File: src/rtl/tspcm_pkg.sv
// Shared types, constants and helper functions for the transport stream PID
// continuity monitor. No dependencies; every other file in rtl/ uses this one.
package tspcm_pkg;

    // Table geometry and counter width.
    localparam int unsigned PID_BITS    = 13;
    localparam int unsigned PID_ENTRIES = 8192;
    localparam int unsigned IDX_BITS    = $clog2(PID_ENTRIES);
    localparam int unsigned COUNT_BITS  = 32;
    localparam int unsigned OUT_BITS    = 32;
    localparam int unsigned EXP_BITS    = 5;
    localparam int unsigned CC_BITS     = 4;

    // Table index is pid modulo PID_ENTRIES, done as a multiply by a
    // reciprocal followed by one compare-and-subtract correction.
    localparam int unsigned RECIP_SHIFT = 26;
    localparam int unsigned PROD_BITS   = PID_BITS + RECIP_SHIFT + 1;
    localparam logic [RECIP_SHIFT:0] RECIP =
        (RECIP_SHIFT + 1)'((64'd1 << RECIP_SHIFT) / PID_ENTRIES);

    localparam logic [7:0] SYNC_VALUE = 8'h47;

    typedef logic [COUNT_BITS-1:0] t_count;
    typedef logic [IDX_BITS-1:0]   t_idx;

    localparam t_count COUNT_MAX = {COUNT_BITS{1'b1}};

    typedef struct packed {
        logic [7:0] sync_byte;
        logic [7:0] pid_high_byte;
        logic [7:0] pid_low_byte;
        logic [7:0] flags_byte;
    } t_in_word;

    typedef struct packed {
        logic                packet_ok;
        logic [PID_BITS-1:0] pid;
        logic [OUT_BITS-1:0] packet_total;
        logic [OUT_BITS-1:0] drop_total;
        logic [OUT_BITS-1:0] scrambled_total;
        logic [OUT_BITS-1:0] sync_error_total;
    } t_out_word;

    // One table entry holds all per-PID state.
    typedef struct packed {
        t_count              total;
        t_count              dropped;
        t_count              scrambled;
        logic [EXP_BITS-1:0] expected;
    } t_entry;

    typedef struct packed {
        logic en;
        t_idx idx;
    } t_ram_rd;

    typedef struct packed {
        logic   en;
        t_idx   idx;
        t_entry entry;
    } t_ram_wr;

    function automatic t_count sat_inc(input t_count v);
        return (v == COUNT_MAX) ? v : v + t_count'(1);
    endfunction

endpackage

File: src/rtl/tspcm_update.sv
// Combinational update of one PID entry and the sync error count, and
// assembly of the result word. Depends on tspcm_pkg.
module tspcm_update (
    input  tspcm_pkg::t_in_word  i_word,
    input  tspcm_pkg::t_entry    i_entry,
    input  tspcm_pkg::t_count    i_sync_cnt,
    output tspcm_pkg::t_entry    o_entry,
    output logic                 o_good,
    output tspcm_pkg::t_count    o_sync_cnt,
    output tspcm_pkg::t_out_word o_out_word
);

    localparam int unsigned PAYLOAD_BIT = 4;

    logic                                 w_good;
    logic                                 w_payload;
    logic                                 w_scrambled;
    logic [tspcm_pkg::CC_BITS-1:0]        w_cc;
    logic                                 w_mismatch;
    logic [tspcm_pkg::PID_BITS-1:0]       w_pid;
    tspcm_pkg::t_entry                    w_entry;
    tspcm_pkg::t_count                    w_sync_cnt;

    assign w_good      = (i_word.sync_byte == tspcm_pkg::SYNC_VALUE);
    assign w_payload   = i_word.flags_byte[PAYLOAD_BIT];
    assign w_scrambled = (i_word.flags_byte[7:6] != 2'b00);
    assign w_cc        = i_word.flags_byte[tspcm_pkg::CC_BITS-1:0];
    assign w_pid       = {i_word.pid_high_byte[4:0], i_word.pid_low_byte};

    // An expected value of zero marks a PID never seen with payload.
    assign w_mismatch = w_payload && (i_entry.expected != '0)
                        && (i_entry.expected[tspcm_pkg::CC_BITS-1:0] != w_cc);

    always_comb begin
        w_entry       = i_entry;
        w_entry.total = tspcm_pkg::sat_inc(i_entry.total);
        if (w_mismatch) begin
            w_entry.dropped = tspcm_pkg::sat_inc(i_entry.dropped);
        end
        if (w_payload) begin
            w_entry.expected = tspcm_pkg::EXP_BITS'(w_cc) + tspcm_pkg::EXP_BITS'(1);
        end
        if (w_scrambled) begin
            w_entry.scrambled = tspcm_pkg::sat_inc(i_entry.scrambled);
        end
    end

    assign w_sync_cnt = w_good ? i_sync_cnt : tspcm_pkg::sat_inc(i_sync_cnt);

    always_comb begin
        o_out_word                  = '0;
        o_out_word.packet_ok        = w_good;
        o_out_word.sync_error_total = tspcm_pkg::OUT_BITS'(w_sync_cnt);
        if (w_good) begin
            o_out_word.pid             = w_pid;
            o_out_word.packet_total    = tspcm_pkg::OUT_BITS'(w_entry.total);
            o_out_word.drop_total      = tspcm_pkg::OUT_BITS'(w_entry.dropped);
            o_out_word.scrambled_total = tspcm_pkg::OUT_BITS'(w_entry.scrambled);
        end
    end

    assign o_entry    = w_entry;
    assign o_good     = w_good;
    assign o_sync_cnt = w_sync_cnt;

endmodule
File: config.mk
export PLATFORM = sky130hd
export DESIGN_NAME = tspcm_update
export DESIGN_NICKNAME = d
export VERILOG_FILES = /design/src/rtl/tspcm_pkg.sv /design/src/rtl/tspcm_update.sv
export SDC_FILE = /design/constraint.sdc
export NUM_CORES = 1
export LEC_CHECK = 0
export ABC_CLOCK_PERIOD_IN_PS = 2650
export BUFFER_PORTS_ARGS = -buffer_cell sky130_fd_sc_hd__clkbuf_2
export CAP_MARGIN = 20
export CORE_AREA = 2 2 172 174
export DETAILED_ROUTE_END_ITERATION = 8
export DIE_AREA = 0 0 174 176
export SKIP_LAST_GASP = 1
export SLEW_MARGIN = 30
export SYNTH_ARGS = -nofsm -noshare
export SYNTH_HDL_FRONTEND = slang
export SYNTH_SLANG_ARGS = --single-unit
File: constraint.sdc
create_clock -name vclk -period 2.65
set_input_delay 0.265 -clock vclk [all_inputs]
set_output_delay 0.265 -clock vclk [all_outputs]
set_load 0.05 [all_outputs]
==> results.json, run 1 <==
{
  "fmax_mhz": 375,
  "die_h_um": 176,
  "status": "finished with violations",
  "io_pins": 441,
  "crit_path_start": "i_entry[70]",
  "initial_utilization_pct": 17.4,
  "drc": 0,
  "min_period_ns": 2.67,
  "grt_overflow_total": 0,
  "synth_top_family_by_area": "simple AND/OR/NAND/NOR gates",
  "final_cell_mix": "clkbuf_2, nand2_1, buf_4",
  "tightest_slew_ns": 0.593,
  "path_buf_inv": 4,
  "combPwrFrac_pct": 100.0,
  "hold_ws_ns": 0.918,
  "ys_seq_area_share_pct": 0,
  "violations": "negative setup slack",
  "routedWlPerCell_um": 16.9,
  "synth-xor-area-share_pct": 14.5,
  "slowest_stage": "or4_1",
  "synthesis.nets": 970,
  "cts-hold-fix-buffers": 0,
  "first_iter_violations": 366,
  "coreArea_sq_um": 28500,
  "critPathArrivalTime_ns": 2.40,
  "hold-path-endpoint": "o_entry[12]",
  "dieArea_sq_um": 30600,
  "setup-violations-final": 1,
  "area_growth_pct": 109,
  "finalCritPeriodShare_pct": 101,
  "drtPass1Iterations": 4,
  "seq_power_share_pct": 0,
  "grt_pass1_vias": 7893,
  "finalWeightedCongestion": 0.902,
  "ir_drop_mv": 0.153,
  "finalNetCount": 1448,
  "synth_fa_ha_area_share_pct": 1.26,
  "fillers": 2998,
  "slew-limit-headroom_pct": 60.3,
  "crit_type": "in -> out",
  "cp_cell_sequence": "clkbuf_2, ha_1, inv_1, or4_1, buf_4, o31ai_1, xnor2_2, and2_4, buf_12",
  "dpl.hpwl_mm": 24.5,
  "rows": 62,
  "slowest_delay_ns": 0.65,
  "pwr-share-clk_pct": 0,
  "hold_depth": 3,
  "antenna_found_initial": 0,
  "cellPowerDensity_nw_per_um2": 147,
  "swShare_pct": 65.1,
  "p_int_mw": 0.535,
  "vias": 8106,
  "grt_max_degree": 58,
  "grt_pass1_wl_mm": 42.4,
  "synthCells": 800,
  "synth-simple-area-share_pct": 54.0,
  "end_kind": "output port",
  "final_util_pct": 36.4,
  "fin_ws_ns": -0.0160,
  "fin_area_sq_um": 10400,
  "worstHoldStart": "i_entry[12]",
  "ant_nets": 0,
  "die_width_um": 174,
  "synth_cell_types": 51,
  "ys_warn_count": 0,
  "antennaDiodeCount": 0,
  "critical_path_required_ns": 2.38,
  "final_max_slew_viol_count": 0,
  "io_buffers": 437,
  "clock_buffers": 0,
  "design.seq.count": 0,
  "rsz0062_at_grt": "yes",
  "wl_mm": 28.1,
  "syn-cell-area_sq_um": 4970,
  "cp_max_fo": 5,
  "layout_commonest_cell": "clkbuf_2",
  "start_kind": "input pin",
  "final_layout_size_suffix_gt1_share_pct": 55.6,
  "synthMuxAreaShare_pct": 6.34,
  "cp_top_family": "simple AND/OR/NAND/NOR gates",
  "routed_via_density": 4.88,
  "multi_input_area_sq_um": 5390,
  "syn_avg_cell_area_sq_um": 6.21,
  "finalHoldViolations": 0,
  "total_leakage_power_nw": 4.65,
  "gr-usage-all-layers_pct": 16.9,
  "maxCapViolCount": 0,
  "place_area_sq_um": 10300,
  "register_area_sq_um": 0,
  "synth_compound_area_share_pct": 15.1,
  "power.switching_mw": 0.996,
  "hp-class": "in -> out"
}
## routing by layer
metal | track usage [%] | part of all wire, % | vias to the layer above
li1 | - | - | 3878
met4 | 3.57 | 2.3 | 0
met5 | 0 | 0 | -
met2 | 32.0 | 51 | 429
met3 | 3.96 | 9.1 | 39
met1 | 19.4 | 38 | 3760
## power by group through the flow
stage	Clock (mW)	Combinational [mW]	Sequential, mW
2_1_floorplan	0	0.868	0
4_1_cts	0	1.53	0
5_1_grt	0	1.61	0
6_report	0	1.53	0
3_3_place_gp	0	1.52	0
3_5_place_dp	0	1.53	0
## synthesized netlist by cell type, types with 4 or more instances
master / count / area (sq um)
ha_1: 5 / 62.6
buf_4: 33 / 248
nor2_1: 28 / 105
or4_1: 21 / 158
a211oi_1: 5 / 37.5
nand2b_1: 27 / 169
buf_2: 8 / 40.0
nor3_1: 26 / 130
mux2_2: 4 / 45.0
clkbuf_1: 29 / 109
nor4_1: 9 / 56.3
a31oi_1: 7 / 43.8
nand4b_1: 5 / 43.8
nand3_1: 60 / 300
nand2_1: 113 / 424
inv_1: 11 / 41.3
and2_1: 46 / 288
o21ai_0: 19 / 95.1
and4_1: 27 / 236
and3_1: 26 / 163
xnor2_1: 56 / 490
a21oi_1: 49 / 245
nand4_1: 53 / 332
mux2i_1: 27 / 270
or3_1: 25 / 156
xor2_1: 26 / 228
o31ai_1: 21 / 158
## worst max path at each step
stage | slack [ns] | cells after the start | endpoint
floorplan | -0.22 | 7 | o_sync_cnt[28]
global placement | -0.004 | 8 | o_out_word[88]
detailed placement | -0.05 | 8 | o_out_word[88]
CTS | -0.005 | 11 | o_out_word[67]
global route | -0.08 | 9 | o_out_word[111]
finish | -0.02 | 9 | o_out_word[111]
## what timing repair did
| action | 4_1_cts | 5_1_grt |
|---|---|---|
| gates cloned | 0 | 1 |
| pin swaps | 1 | 3 |
| resized for setup | 5 | 42 |
| buffers inserted | 1 | 1 |
| setup endpoints to repair | 9 | 70 |
## through the flow
step,setup WS (ns),power (mW),TNS [ns],cells
detailed placement,-0.0504,1.53,-0.0803,1657
finish,-0.0160,1.53,-0.0160,1660
global placement,-0.00393,1.52,-0.00393,1657
floorplan,-0.217,0.868,-0.930,800
CTS,-0.00513,1.53,-0.00513,1658
global route,-0.0836,1.61,-0.302,1660
## final cells by class
cell class | count | share of cell area, %
inverters | 11 | 0.398
repair buffers | 547 | 43.1
multi-input cells | 718 | 51.9
well taps | 384 | 4.63
## worst min-delay path, delay by kind of cell
family                 cells  cell delay (ns)
buffers and inverters      2             0.28
XOR/XNOR                   1             0.10
## kinds of logic after synthesis
group	Yosys count
simple gates	480
compound gates	120
fa+ha+maj	5
mux	31
buf+inv	82
xor+xnor	82
Note: power is estimated with default switching activity, not from simulation.
==> inputs of run 2 (changes only) <==
- ABC_AREA: not set -> 1
- CORE_AREA: 2 2 172 174 -> 2 2 170 172
- DIE_AREA: 0 0 174 176 -> 0 0 172 174
==> results.json, run 2 <==
{
  "status": "finished clean",
  "cts_setup_buffers": 0,
  "grt_overflow_total": 0,
  "cts-hold-fix-buffers": 0,
  "finalHoldViolations": 0,
  "syn_avg_cell_area_sq_um": 4.91,
  "syn-cell-area_sq_um": 7040,
  "fin_ws_ns": 0.174,
  "synth.top_cell.area_share_pct": 26.7,
  "ctsResizeCount": 0,
  "area_growth_pct": 42.0,
  "cp_cell_sequence": "clkbuf_2, nand2_1, nor3_1, nand2_1, nor2_2, nand2_4, buf_12, a31oi_1, clkbuf_2",
  "hold_ws_ns": 0.903,
  "grt_pass1_vias": 9166,
  "io_pins": 441,
  "finalNetCount": 2003,
  "synthesis.nets": 1603,
  "cp_max_fo": 28,
  "first_iter_violations": 550,
  "slowest_stage": "nor3_1",
  "crit_cells": 9,
  "end_kind": "output port",
  "finalWeightedCongestion": 0.944,
  "final_cell_mix": "nand2_1, clkbuf_2, inv_1",
  "setup-violations-final": 0,
  "clock_buffers": 0,
  "finalCritPeriodShare_pct": 93.5,
  "path_buf_inv": 3,
  "ys_warn_count": 0,
  "yosys.cell_count.top_type": "nand2_1",
  "synthCells": 1433,
  "rows": 62,
  "layoutNonFillerInstCount": 2217,
  "maxCapViolCount": 0,
  "hold_depth": 4,
  "vias": 10024,
  "worstHoldStart": "i_word[16]",
  "slowest_delay_ns": 0.38,
  "register_area_sq_um": 0,
  "gr-usage-all-layers_pct": 20.2,
  "fillers": 3245,
  "die_h_um": 174,
  "critPathArrivalTime_ns": 2.21,
  "tightest_slew_ns": 0.727,
  "critical_path_required_ns": 2.38,
  "cp_top_family": "simple AND/OR/NAND/NOR gates",
  "coreArea_sq_um": 28200,
  "die_width_um": 172,
  "slew-limit-headroom_pct": 51.0,
  "drtPass1Iterations": 5,
  "min_period_ns": 2.48,
  "design.seq.count": 0,
  "rsz0062_at_grt": "no",
  "crit_type": "in -> out",
  "wl_mm": 32.2,
  "synth_cell_types": 41,
  "antenna_found_initial": 5,
  "fmax_mhz": 404,
  "hold-path-endpoint": "o_out_word[136]",
  "preCtsSetupSlack_ns": 0.127,
  "start_kind": "input pin",
  "initial_utilization_pct": 24.9,
  "dpl.hpwl_mm": 28.8,
  "total_leakage_power_nw": 5.77,
  "ys_top_cells_by_count": "nand2_1, inv_1, nor2_1",
  "grt_max_degree": 59,
  "ir_drop_mv": 0.131,
  "final_max_slew_viol_count": 0,
  "final_layout_size_suffix_gt1_share_pct": 36.8,
  "routed_via_density": 4.52,
  "yosys.area.top_type": "nand2_1",
  "dp.cells": 2215,
  "drc": 0,
  "dieArea_sq_um": 29900,
  "synthTopCellsByArea": "nand2_1, inv_1, nor2_1, nand3_2, nand3_1",
  "io_buffers": 437,
  "ant_nets": 0,
  "hp-class": "in -> out",
  "routedWlPerCell_um": 14.5,
  "ys_seq_area_share_pct": 0,
  "cellPowerDensity_nw_per_um2": 163,
  "layout_commonest_cell": "nand2_1",
  "grt_pass1_wl_mm": 48.4
}
[run 2: cell types whose count changed after synthesis, sizes merged, moves of 27 or more]
cell / delta
and2: -45
and4: -27
inv: +219
mux2i: -27
nand2: +438
nand2b: -27
nand3: +100
nand4: -33
nor2: +218
xnor2: -39
[run 2: logic make-up (layout without fill, tap and decap cells)]
group           count (synthesis)  after routing  share of synthesized area [%]
simple gates                 1036           1036                           71.1
xor+xnor                       23             23                           2.86
fa+ha+maj                       5              5                          0.889
other cells                     0              2                              0
compound gates                 68             68                           5.69
buf+inv                       301            699                           19.4
[run 2: final cells by class]
class / count / area (sq um) / share of cell area, %
multi-input cells: 1132 / 5680 / 56.9
repair buffers: 468 / 2950 / 29.5
well taps: 384 / 480 / 4.81
inverters: 231 / 867 / 8.68
diodes: 2 / 5.00 / 0.0501
[run 2: power by group]
| group | internal, mW | switching [mW] | total, mW | leakage [nW] |
|---|---|---|---|---|
| sequential | 0 | 0 | 0 | 0 |
| combinational | 0.447 | 1.18 | 1.63 | 5.77 |
| clock | 0.000000101 | 0 | 0.000000101 | 0.0000127 |
| total | 0.447 | 1.18 | 1.63 | 5.77 |
[run 2: stage by stage]
stage | TNS, ns | power, mW | utilization, % | area, sq um
detailed placement | 0 | 1.63 | 35.3 | 9970
floorplan | -0.138 | 1.06 | - | 7040
CTS | 0 | 1.64 | 35.3 | 9970
global placement | 0 | 1.63 | 35.3 | 9970
global route | 0 | 1.74 | 35.4 | 9980
finish | 0 | 1.63 | 35.4 | 9990
[run 2: worst max path at each step]
stage	startpoint	end	slack (ns)
floorplan	i_word[29]	o_sync_cnt[11]	-0.05
global placement	i_sync_cnt[1]	o_sync_cnt[16]	0.16
detailed placement	i_sync_cnt[1]	o_out_word[16]	0.13
CTS	i_sync_cnt[1]	o_out_word[16]	0.12
global route	i_entry[85]	o_out_word[109]	0.04
finish	i_entry[85]	o_out_word[105]	0.17
[run 2: per-layer routing]
metal	routed length [um]	share of wire (%)	up-vias	track usage, %
li1	-	-	5172	-
met1	12500	39	4419	22.6
met2	16400	51	390	38.8
met3	2730	8.5	37	4.71
met4	581	1.8	6	3.43
met5	41	0.13	-	0
[run 2: tightest hold or removal path: stages]
cell	delay, ns
clkbuf_2	0.08
inv_1	0.04
nor2_1	0.03
clkbuf_2	0.22
==> inputs of run 3 (changes only) <==
==> constraint.sdc (replaced) <==
create_clock -name vclk -period 2.65
set_input_delay 0.6625 -clock vclk [all_inputs]
set_output_delay 0.6625 -clock vclk [all_outputs]
set_load 0.05 [all_outputs]
==> results.json, run 3 (synthesis results as in run 2) <==
{
  "status": "finished with violations",
  "violations": "negative setup slack",
  "slew-limit-headroom_pct": 73.5,
  "start_kind": "input pin",
  "critical_path_required_ns": 1.99,
  "setup-violations-final": 261,
  "vias": 14217,
  "wl_mm": 59.9,
  "end_kind": "output port",
  "die_h_um": 174,
  "antenna_found_initial": 1,
  "preCtsSetupSlack_ns": -0.379,
  "rsz0062_at_grt": "yes",
  "total_leakage_power_nw": 10.0,
  "coreArea_sq_um": 28200,
  "grt_overflow_total": 0,
  "clock_buffers": 0,
  "finalWeightedCongestion": 0.950,
  "io_buffers": 437,
  "hold_ws_ns": 1.66,
  "final_max_slew_viol_count": 0,
  "design.seq.count": 0,
  "register_area_sq_um": 0,
  "cts-hold-fix-buffers": 0,
  "die_width_um": 172,
  "initial_utilization_pct": 24.9,
  "fin_ws_ns": -0.389,
  "dieArea_sq_um": 29900,
  "wl_met3_mm": 5.42,
  "dpl.hpwl_mm": 32.8,
  "cp-endpoint": "o_out_word[53]",
  "met2_length_mm": 29.4,
  "io_pins": 441,
  "top_layer_used": "met4",
  "finalCritPeriodShare_pct": 115,
  "grt_pass1_wl_mm": 70.8,
  "finalHoldViolations": 0,
  "finalNetCount": 2439,
  "final_layout_size_suffix_gt1_share_pct": 77.4,
  "rows": 62,
  "cellPowerDensity_nw_per_um2": 137,
  "routed_via_density": 5.36,
  "final_cell_mix": "buf_4, nand2_1, nand2_4",
  "wl_met1_mm": 19.3,
  "first_iter_violations": 933,
  "gr-usage-all-layers_pct": 29.5,
  "tightest_slew_ns": 0.395,
  "layoutNonFillerInstCount": 2652,
  "fmax_mhz": 329,
  "critPathArrivalTime_ns": 2.38,
  "cp_max_fo": 8,
  "routedWlPerCell_um": 22.6,
  "area_growth_pct": 217,
  "final_util_pct": 78.9,
  "crit_path_start": "i_entry[36]",
  "ir_drop_mv": 0.0856,
  "maxCapViolCount": 0,
  "min_period_ns": 3.04,
  "ant_nets": 0,
  "layout_commonest_cell": "buf_4",
  "grt_max_degree": 18,
  "drtPass1Iterations": 6,
  "crit_type": "in -> out",
  "dp.cells": 2542,
  "fillers": 1531,
  "drc": 0,
  "hp-class": "in -> out",
  "grt_pass1_vias": 13461
}
## run 3: worst max-delay path, cell delays in order
cell	delay [ns]
clkbuf_2	0.13
nand4_1	0.27
nor2_4	0.32
nand3_4	0.23
buf_12	0.22
nand3_4	0.08
nand2_4	0.08
buf_6	0.13
nor2_4	0.09
buf_12	0.14
## run 3: metrics by stage
| step | setup TNS [ns] | area, sq um | total power, mW |
|---|---|---|---|
| after floorplan | -7.05 | 8560 | 1.19 |
| after global placement | -58.44 | 15000 | 2.15 |
| after detailed placement | -65.25 | 15000 | 2.17 |
| after CTS | -36.28 | 19400 | 2.58 |
| after global routing | -71.10 | 22300 | 3.14 |
| final | -56.55 | 22300 | 3.04 |
## run 3: worst min path at each step
stage	startpoint	endpoint	cells past startpoint
3_5_place_dp	i_word[11]	o_out_word[131]	4
4_1_cts	i_word[19]	o_out_word[139]	4
6_report	i_word[20]	o_out_word[140]	4
5_1_grt	i_word[20]	o_out_word[140]	4
3_3_place_gp	i_word[11]	o_out_word[131]	4
2_1_floorplan	i_sync_cnt[10]	o_out_word[10]	1
## run 3: repair_timing
| action | in CTS | in global routing |
|---|---|---|
| pin swaps | 148 | 306 |
| cloned | 14 | 3 |
| gates resized for setup | 805 | 822 |
| endpoints found under the setup margin | 268 | 270 |
| setup buffers | 57 | 53 |
## run 3: final cells by class
cell class | instances | area [sq um] | area share, %
Antenna cell | 1 | 2.50 | 0.0112
Tap cell | 384 | 480 | 2.16
Inverter | 231 | 1000 | 4.49
Timing Repair Buffer | 902 | 10500 | 47.1
Multi-Input combinational cell | 1134 | 10300 | 46.2
## run 3: metal layers
metal / GRT usage, % / vias to the layer above
met5: 0 / -
met4: 15.6 / 0
met3: 4.28 / 453
met2: 54.2 / 980
met1: 32.4 / 6697
li1: - / 6087
## run 3: where the power goes
| part | internal (mW) | switching (mW) |
|---|---|---|
| sequential | 0 | 0 |
| clock | 0.0000000505 | 0 |
| combinational | 1.28 | 1.77 |
| total | 1.28 | 1.77 |
